[src/sv/olir_pkg.sv]
// olir_pkg: shared types, codes and sizes for the ordered list block
// used by olir_cell, olir_chain and ordered_list_insert_remove
`timescale 1ns / 1ps

package olir_pkg;

  // store geometry
  localparam int DEPTH  = 64;
  localparam int IDX_W  = $clog2(DEPTH);
  localparam int CNT_W  = $clog2(DEPTH + 1);
  localparam int POS_W  = 7;
  localparam int VAL_W  = 32;
  localparam int FUNC_W = 3;
  localparam int ST_W   = 2;
  localparam int CMP_W  = (CNT_W > POS_W) ? CNT_W : POS_W;

  // operation codes
  localparam logic [FUNC_W-1:0] FN_APPEND     = FUNC_W'(0);
  localparam logic [FUNC_W-1:0] FN_POP        = FUNC_W'(1);
  localparam logic [FUNC_W-1:0] FN_INSERT     = FUNC_W'(2);
  localparam logic [FUNC_W-1:0] FN_REMOVE_AT  = FUNC_W'(3);
  localparam logic [FUNC_W-1:0] FN_REMOVE_VAL = FUNC_W'(4);

  // status codes
  localparam logic [ST_W-1:0] ST_OK    = ST_W'(0);
  localparam logic [ST_W-1:0] ST_EMPTY = ST_W'(1);
  localparam logic [ST_W-1:0] ST_RANGE = ST_W'(2);
  localparam logic [ST_W-1:0] ST_FULL  = ST_W'(3);

  // per-cell source select
  typedef enum logic [1:0] {
    SEL_HOLD,
    SEL_LOWER,
    SEL_UPPER,
    SEL_LOAD
  } cell_sel_t;

  // command broadcast to the whole row
  typedef enum logic [1:0] {
    OP_HOLD,
    OP_INSERT,
    OP_REMOVE,
    OP_SWEEP
  } chain_op_t;

  typedef struct packed {
    chain_op_t        op;
    logic [IDX_W-1:0] bound;
    logic             keep;
    logic [VAL_W-1:0] load_data;
  } chain_cmd_t;

  typedef enum logic {
    S_IDLE,
    S_SWEEP
  } state_t;

  typedef struct packed {
    logic [FUNC_W-1:0]       func;
    logic [POS_W-1:0]        position;
    logic signed [VAL_W-1:0] item_value;
  } in_beat_t;

  typedef struct packed {
    logic signed [VAL_W-1:0] popped_value;
    logic [CNT_W-1:0]        count_after;
    logic [ST_W-1:0]         status;
  } out_beat_t;

endpackage

[src/sv/olir_cell.sv]
// olir_cell: one storage cell of the list row, takes its neighbor, a new value or holds
// depends on olir_pkg
`timescale 1ns / 1ps

module olir_cell (
  input  logic                           clk,
  input  olir_pkg::cell_sel_t            sel,
  input  logic [olir_pkg::VAL_W-1:0]     lower_data,
  input  logic [olir_pkg::VAL_W-1:0]     upper_data,
  input  logic [olir_pkg::VAL_W-1:0]     load_data,
  output logic [olir_pkg::VAL_W-1:0]     data_q
);

  logic [olir_pkg::VAL_W-1:0] data_r;
  logic [olir_pkg::VAL_W-1:0] data_nxt;

  // source select
  always_comb begin
    case (sel)
      olir_pkg::SEL_LOWER: data_nxt = lower_data;
      olir_pkg::SEL_UPPER: data_nxt = upper_data;
      olir_pkg::SEL_LOAD:  data_nxt = load_data;
      default:             data_nxt = data_r;
    endcase
  end

  // entry register
  always_ff @(posedge clk) begin
    data_r <= data_nxt;
  end

  assign data_q = data_r;

endmodule

[src/sv/olir_chain.sv]
// olir_chain: row of cells holding the list, last entry in cell 0, earlier entries above
// depends on olir_pkg and olir_cell
`timescale 1ns / 1ps

module olir_chain (
  input  logic                           clk,
  input  olir_pkg::chain_cmd_t           cmd,
  output logic [olir_pkg::VAL_W-1:0]     head_data
);

  logic [olir_pkg::VAL_W-1:0] cell_q [olir_pkg::DEPTH];

  for (genvar c = 0; c < olir_pkg::DEPTH; c++) begin : g_cell
    olir_pkg::cell_sel_t        sel;
    logic [olir_pkg::VAL_W-1:0] lower_d;
    logic [olir_pkg::VAL_W-1:0] upper_d;

    // neighbor taps, zero past either end
    if (c == 0) begin : g_first
      assign lower_d = '0;
    end else begin : g_lower
      assign lower_d = cell_q[c-1];
    end
    if (c == olir_pkg::DEPTH - 1) begin : g_last
      assign upper_d = '0;
    end else begin : g_upper
      assign upper_d = cell_q[c+1];
    end

    // decode the broadcast command against this cell's place
    always_comb begin
      sel = olir_pkg::SEL_HOLD;
      case (cmd.op)
        olir_pkg::OP_INSERT: begin
          if (olir_pkg::IDX_W'(c) > cmd.bound) begin
            sel = olir_pkg::SEL_LOWER;
          end else if (olir_pkg::IDX_W'(c) == cmd.bound) begin
            sel = olir_pkg::SEL_LOAD;
          end
        end
        olir_pkg::OP_REMOVE: begin
          if (olir_pkg::IDX_W'(c) >= cmd.bound) begin
            sel = olir_pkg::SEL_UPPER;
          end
        end
        olir_pkg::OP_SWEEP: begin
          if (cmd.keep && olir_pkg::IDX_W'(c) == cmd.bound) begin
            sel = olir_pkg::SEL_LOAD;
          end else begin
            sel = olir_pkg::SEL_UPPER;
          end
        end
        default: sel = olir_pkg::SEL_HOLD;
      endcase
    end

    olir_cell u_cell (
      .clk        (clk),
      .sel        (sel),
      .lower_data (lower_d),
      .upper_data (upper_d),
      .load_data  (cmd.load_data),
      .data_q     (cell_q[c])
    );
  end

  assign head_data = cell_q[0];

endmodule

[src/sv/ordered_list_insert_remove.sv]
// Append, pop, insert and remove at index give their registered result in the cycle after the beat.
// Remove value holds the input and walks the whole list through cell 0, one entry per cycle.
// Throughput: one beat per cycle for all but remove value, unless out_stall holds a result.
// Reset clears the count and the control state; cell contents need no clearing.
// depends on olir_pkg and olir_chain
`timescale 1ns / 1ps

module ordered_list_insert_remove (
  input  logic               clk,
  input  logic               rst_n,
  input  logic               in_valid,
  output logic               in_stall,
  input  olir_pkg::in_beat_t in_data,
  output logic               out_valid,
  input  logic               out_stall,
  output olir_pkg::out_beat_t out_data
);

  olir_pkg::state_t            state_r, state_nxt;
  logic [olir_pkg::CNT_W-1:0]  count_r, count_nxt;
  logic [olir_pkg::CNT_W-1:0]  rem_r, rem_nxt;
  logic [olir_pkg::CNT_W-1:0]  kept_r, kept_nxt;
  logic [olir_pkg::VAL_W-1:0]  val_r, val_nxt;
  logic                        out_valid_r;
  olir_pkg::out_beat_t         out_data_r;
  olir_pkg::out_beat_t         res;
  olir_pkg::chain_cmd_t        cmd;
  logic [olir_pkg::VAL_W-1:0]  head_data;
  logic                        in_fire;
  logic                        load_out;
  logic                        start_sweep;
  logic                        sweep_last;
  logic [olir_pkg::CMP_W-1:0]  cnt_x;
  logic [olir_pkg::CMP_W-1:0]  pos_x;

  // handshake
  assign in_stall  = (state_r != olir_pkg::S_IDLE) || (out_valid_r && out_stall);
  assign in_fire   = in_valid && !in_stall;
  assign out_valid = out_valid_r;
  assign out_data  = out_data_r;

  assign cnt_x       = olir_pkg::CMP_W'(count_r);
  assign pos_x       = olir_pkg::CMP_W'(in_data.position);
  assign start_sweep = in_fire && (in_data.func == olir_pkg::FN_REMOVE_VAL) && (count_r != '0);
  assign sweep_last  = (state_r == olir_pkg::S_SWEEP) && (rem_r == olir_pkg::CNT_W'(1));

  // next state
  always_comb begin
    state_nxt = state_r;
    case (state_r)
      olir_pkg::S_IDLE:  if (start_sweep) state_nxt = olir_pkg::S_SWEEP;
      olir_pkg::S_SWEEP: if (sweep_last) state_nxt = olir_pkg::S_IDLE;
      default:           state_nxt = olir_pkg::S_IDLE;
    endcase
  end

  // command, result and count update
  always_comb begin
    cmd.op        = olir_pkg::OP_HOLD;
    cmd.bound     = '0;
    cmd.keep      = 1'b0;
    cmd.load_data = in_data.item_value;
    res.popped_value = '0;
    res.count_after  = count_r;
    res.status       = olir_pkg::ST_OK;
    count_nxt = count_r;
    rem_nxt   = rem_r;
    kept_nxt  = kept_r;
    val_nxt   = val_r;
    load_out  = 1'b0;
    case (state_r)
      olir_pkg::S_IDLE: begin
        if (in_fire) begin
          load_out = 1'b1;
          case (in_data.func)
            olir_pkg::FN_APPEND: begin
              if (count_r >= olir_pkg::CNT_W'(olir_pkg::DEPTH)) begin
                res.status = olir_pkg::ST_FULL;
              end else begin
                cmd.op    = olir_pkg::OP_INSERT;
                count_nxt = count_r + olir_pkg::CNT_W'(1);
              end
            end
            olir_pkg::FN_POP: begin
              if (count_r == '0) begin
                res.popped_value = '1;
                res.status       = olir_pkg::ST_EMPTY;
              end else begin
                cmd.op           = olir_pkg::OP_REMOVE;
                res.popped_value = head_data;
                count_nxt        = count_r - olir_pkg::CNT_W'(1);
              end
            end
            olir_pkg::FN_INSERT: begin
              if (pos_x > cnt_x) begin
                res.status = olir_pkg::ST_RANGE;
              end else if (count_r >= olir_pkg::CNT_W'(olir_pkg::DEPTH)) begin
                res.status = olir_pkg::ST_FULL;
              end else begin
                cmd.op    = olir_pkg::OP_INSERT;
                cmd.bound = olir_pkg::IDX_W'(cnt_x - pos_x);
                count_nxt = count_r + olir_pkg::CNT_W'(1);
              end
            end
            olir_pkg::FN_REMOVE_AT: begin
              if (pos_x >= cnt_x) begin
                res.status = olir_pkg::ST_RANGE;
              end else begin
                cmd.op    = olir_pkg::OP_REMOVE;
                cmd.bound = olir_pkg::IDX_W'(cnt_x - olir_pkg::CMP_W'(1) - pos_x);
                count_nxt = count_r - olir_pkg::CNT_W'(1);
              end
            end
            olir_pkg::FN_REMOVE_VAL: begin
              if (count_r == '0) begin
                res.status = olir_pkg::ST_EMPTY;
              end else begin
                // walk starts; result comes at its end
                load_out = 1'b0;
                rem_nxt  = count_r;
                kept_nxt = '0;
                val_nxt  = in_data.item_value;
              end
            end
            default: res.status = olir_pkg::ST_OK;
          endcase
          res.count_after = count_nxt;
        end
      end
      olir_pkg::S_SWEEP: begin
        // cell 0 leaves the row; survivors are placed above the unvisited part
        cmd.op        = olir_pkg::OP_SWEEP;
        cmd.keep      = (head_data != val_r);
        cmd.load_data = head_data;
        cmd.bound     = olir_pkg::IDX_W'(rem_r - olir_pkg::CNT_W'(1) + kept_r);
        rem_nxt       = rem_r - olir_pkg::CNT_W'(1);
        kept_nxt      = kept_r + olir_pkg::CNT_W'(cmd.keep);
        if (sweep_last) begin
          load_out        = 1'b1;
          count_nxt       = kept_nxt;
          res.count_after = kept_nxt;
        end
      end
      default: cmd.op = olir_pkg::OP_HOLD;
    endcase
  end

  olir_chain u_chain (
    .clk       (clk),
    .cmd       (cmd),
    .head_data (head_data)
  );

  // control registers
  always_ff @(posedge clk) begin
    if (!rst_n) begin
      state_r     <= olir_pkg::S_IDLE;
      count_r     <= '0;
      rem_r       <= '0;
      kept_r      <= '0;
      out_valid_r <= 1'b0;
    end else begin
      state_r <= state_nxt;
      count_r <= count_nxt;
      rem_r   <= rem_nxt;
      kept_r  <= kept_nxt;
      if (load_out) begin
        out_valid_r <= 1'b1;
      end else if (!out_stall) begin
        out_valid_r <= 1'b0;
      end
    end
  end

  // payload registers
  always_ff @(posedge clk) begin
    val_r <= val_nxt;
    if (load_out) begin
      out_data_r <= res;
    end
  end

  // count stays within the store
  a_count_range: assert property (@(posedge clk) disable iff (!rst_n)
    count_r <= olir_pkg::CNT_W'(olir_pkg::DEPTH))
    else $error("entry count beyond store depth");

  // no result is pending while the walk runs
  a_sweep_out_idle: assert property (@(posedge clk) disable iff (!rst_n)
    (state_r == olir_pkg::S_SWEEP) |-> !out_valid_r)
    else $error("result pending during remove value walk");

  // walk never runs with nothing left to visit, nor tracks more entries than the count
  a_sweep_rem: assert property (@(posedge clk) disable iff (!rst_n)
    (state_r == olir_pkg::S_SWEEP) |-> (rem_r != '0) && (rem_r + kept_r <= count_r))
    else $error("remove value walk bookkeeping broken");

  // a pop from a non-empty list drops the count by one
  a_pop_count: assert property (@(posedge clk) disable iff (!rst_n)
    (in_fire && in_data.func == olir_pkg::FN_POP && count_r != '0)
    |=> (out_data_r.count_after == $past(count_r) - olir_pkg::CNT_W'(1)) && out_valid_r)
    else $error("pop result count mismatch");

endmodule
[config.mk]
export PLATFORM = sky130hd
export DESIGN_NAME = ordered_list_insert_remove
export DESIGN_NICKNAME = d
export VERILOG_FILES = /design/src/sv/olir_pkg.sv /design/src/sv/olir_cell.sv /design/src/sv/olir_chain.sv /design/src/sv/ordered_list_insert_remove.sv
export SDC_FILE = /design/constraint.sdc
export NUM_CORES = 2
export LEC_CHECK = 0
export BUFFER_PORTS_ARGS = -buffer_cell sky130_fd_sc_hd__buf_2
export CELL_PAD_IN_SITES_DETAIL_PLACEMENT = 2
export CELL_PAD_IN_SITES_GLOBAL_PLACEMENT = 2
export CORE_MARGIN = 2
export CORE_UTILIZATION = 45
export CTS_CLUSTER_SIZE = 8
export DETAILED_ROUTE_END_ITERATION = 6
export PLACE_DENSITY_LB_ADDON = 0.1
export SLEW_MARGIN = 20
export SYNTH_ARGS = -nofsm -noshare
export SYNTH_HDL_FRONTEND = slang
export SYNTH_SLANG_ARGS = --single-unit
[constraint.sdc]
create_clock -name clk -period 7.7 [get_ports clk]
set_input_delay 0.385 -clock clk [delete_from_list [all_inputs] [get_ports clk]]
set_output_delay 0.385 -clock clk [all_outputs]
set_load 0.1 [all_outputs]
==> results.md <==
* Status: completed
* Core box area at between 200000 and 300000 um^2
* DRT Pass-1 Iters at 6
* Total wire length at between 400000 and 500000 um
* Setup CP Type: flop to flop
* Number of global-route vias before repair at 91.9k
* DP Wirelength at between 300000 and 400000 um
* Vias after detailed routing at roughly 86k
* Share of layout cells above drive strength 1 at ~24%
* Setup WS pre-CTS at 1.19 ns
* Nets at 9434
* Largest net degree at the start of global routing at 66
* RSZ-0062 raised after global routing: no
* CTS Hold Bufs at 36
* Antenna violations before repair at 37
* Final Hold Viols at 0
* Full die area at between 200000 and 300000 um^2
* NetSw at around 0.0095 W
* Critical Path Fanout Max at 57
* Crit start category: flop
* Seq cells post-synth at roughly 2.1k
* Setup Total Neg Slack at 0 ns
* Final Cycle Share at between 80% and 90%
* Remaining Overflow, GRT at 0
* Share of power burned in combinational logic at 16.1%
* Area grow syn2layout at 12.6%
* Tot GR Track Use at between 30 and 40%
* Hold WC Path Type: input pin to flop
* Synthesized net count at between 9k and 10k
* Sequential power share at 45.6%
* CP arrival at 7.24 ns
* Clock latency on the worst-skew pair at between 0.9 and 1 ns
* First-pass GRT wire length at 689000 um
* R2R Path Start: cnt_x[1]
* Highest-count cells in the layout ignoring fill and taps: 2121 x edfxtp_1, 1214 x mux2_2, 1120 x nand2_1
* Mapped Cells at around 9.5k
* Fill cells at about 24k
* Die Wd at between 500 and 600 um
* Yosys top cell area share at 55.5%
* Leak at ~46 nW
* # rows at between 150 and 200
* Max Cap Viol at 0
* FFs w/ async S/R, synth at 0%
* Crit path required time at roughly 8.3 ns
* Post-CTS Setup Repair Bufs at 0
* Ys Warns at 0
* Crit path time final at between 6 and 7 ns
* Worst setup EP type: flop
* CP Launch Point: cnt_x[1]
* # port buffers at a little under 90
* Max frequency at approximately 150 MHz
* Hold_ws at between 0.1 and 0.15 ns
* Chip height at 509 um
* R2r endpoint: u_chain.g_cell[36].u_cell.data_q[22]
* Switch share at between 20% and 30%
* Placed cell count at about 12k
* DRC Markers at 0
* CTS tree: built
* Top Ports at slightly below 90
* Gpl congestion at ~1
* Worst Skew at about 0.08 ns
* Register area share after synthesis at 55.9%
* EDFF count, synth at about 2.1k
* Reg clk slew, reported paths at 0.05 ns
* Multi-input logic area at slightly below 50000 um^2
* Worst VDD drop at roughly 0.26 mV
* Final Power at 0.0329 W
* Leading area contributor after synthesis: edfxtp_1
* Initial Utilization at between 40% and 50%
* CTS buffer count at between 300 and 400
* DR vias/cell at slightly below 7
* Critical Path Sink: u_chain.g_cell[36].u_cell.data_q[22]
* Remaining antenna violation count at 0
* Syn_area_per_cell at between 10 and 15 um^2
* Clock sink count at about 2.1k
* Relative slew slack at roughly 15%
* Synth top area cells: edfxtp_1 56%, mux2_2 12%, mux2i_1 8.7%, o21ai_0 4.0%, nand2_1 3.7%
* Cell internal pwr at approximately 0.023 W
* Clk root buf: clkbuf_16
* Max Slew Vio Count at 0
* Top_reg_cell synth: edfxtp_1
* Actual slew at the worst max-slew pin at 1.27 ns
* Finished Layout Cells at approximately 13k
* Reg2Reg Depth at 17
* H-tree depth at 5
* Cell variety after synth at slightly below 100
* Post-CTS Resized at 0
* Max Root-Sink Buffers at 4
* Commonest non-fill, non-tap cell in the layout: edfxtp_1
* # setup viols final at 0
* Average routed wire per standard cell at ~38 um
* Post-route setup slack at about 1.1 ns
* Flop-to-flop setup slack at between 1 and 1.5 ns
* Sequential Area at 64200 um^2
* Pwr Density at 255 nW/um^2
* Starting DRC count in detailed routing at approximately 9.9k
* Cell Area, Synth at between 100000 and 150000 um^2
* Clock Power Share at 38.3%
how the worst min path moves through the flow:
stage	start	endpoint	slack [ns]	cells past startpoint
2_1_floorplan	in_data[0]	val_r[0]	0.48	0
4_1_cts	in_data[41]	cnt_x[4]	0.04	4
3_5_place_dp	out_valid	out_valid	0.50	2
6_report	in_data[41]	cnt_x[4]	0.10	4
5_1_grt	in_data[41]	cnt_x[4]	0.12	4
3_3_place_gp	out_valid	out_valid	0.49	2
kinds of logic (layout without fill, tap and decap cells):
kind of cell,after synthesis,after routing,synth area share (%)
compound gates,2025,2025,11.5
xor+xnor,56,56,0.428
fa+ha+maj,32,32,0.369
buf+inv,1024,953,3.77
flops,2144,2144,55.9
mux,2243,2243,20.9
other cells,0,18,0
simple gates,1936,1936,7.07
final cells by class:
| class | instances | share of cell area (%) |
|---|---|---|
| flip-flops and latches | 2144 | 49.7 |
| multi-input cells | 6292 | 37.2 |
| clock buffers | 343 | 6.33 |
| well taps | 3366 | 3.26 |
| repair buffers | 501 | 3.05 |
| inverters | 99 | 0.290 |
| clock inverters | 10 | 0.101 |
| diodes | 18 | 0.0349 |
cells in the mapped netlist, types with 6 or more instances:
cell / number
ha_1: 29
nor3_1: 55
nand2_1: 1123
o22ai_1: 23
or2_2: 13
a221o_1: 191
and3_1: 16
a22oi_1: 8
a31oi_1: 27
nor2b_1: 10
clkbuf_1: 656
o21ai_0: 922
a21o_1: 10
o21a_1: 41
nor4_1: 14
nand4_1: 22
edfxtp_1: 2121
mux2_2: 1246
o31ai_1: 70
o31a_1: 8
a32oi_1: 6
nor3b_1: 34
xor2_1: 8
buf_1: 12
nor2_1: 431
xnor2_1: 48
inv_1: 98
buf_4: 53
o2bb2ai_1: 56
mux2i_1: 997
o311ai_0: 100
nand2b_1: 28
nand3_1: 143
o221ai_1: 47
dfxtp_1: 23
o21ai_1: 64
buf_2: 200
o211ai_1: 106
and2_1: 14
a21oi_1: 245
a211oi_1: 9
sequential cells by signal, indices dropped and copies added, names as in the netlist:
signal and cells:
out_data 41, kept_r 7, rem_r 7, state_r 1
out_valid 1, val_r 32, cnt_x 7, u_chain.g_cell.u_cell.data_q 2048
per-layer routing:
metal	vias to the layer above	share of wire [%]	track usage [%]
li1	35400	-	-
met1	45700	41	49.1
met2	4032	46	57.9
met3	1026	7.8	6.52
met4	14	5.0	17.0
met5	-	0.019	0
power groups by stage:
stage          clock network, W  logic [W]  registers, W
2_1_floorplan                 0    0.00306        0.0149
3_3_place_gp                  0    0.00483        0.0151
3_5_place_dp                  0    0.00508        0.0152
4_1_cts                  0.0127    0.00518        0.0150
5_1_grt                  0.0131    0.00556        0.0150
6_report                 0.0126    0.00530        0.0150
worst max-delay path: stages, from the launching register on:
cell	delay, ns
dfxtp_1	0.53
inv_1	0.17
ha_1	0.26
xor2_1	0.34
ha_1	0.30
a21o_1	0.14
a21oi_1	0.08
a211oi_1	0.95
o21ai_2	0.12
buf_4	0.26
o211ai_1	0.19
buf_4	0.72
o21ai_0	0.49
a22oi_2	0.27
buf_4	0.38
or2_2	0.58
nand2_1	0.13
buf_4	0.31
through the flow:
step / instance area (um^2) / util (%)
3_3_place_gp: 120000 / 47.4
4_1_cts: 129000 / 50.8
6_report: 129000 / 50.9
2_1_floorplan: 115000 / -
5_1_grt: 129000 / 50.9
3_5_place_dp: 120000 / 47.4
No activity file was read; power rests on OpenSTA's default activity.
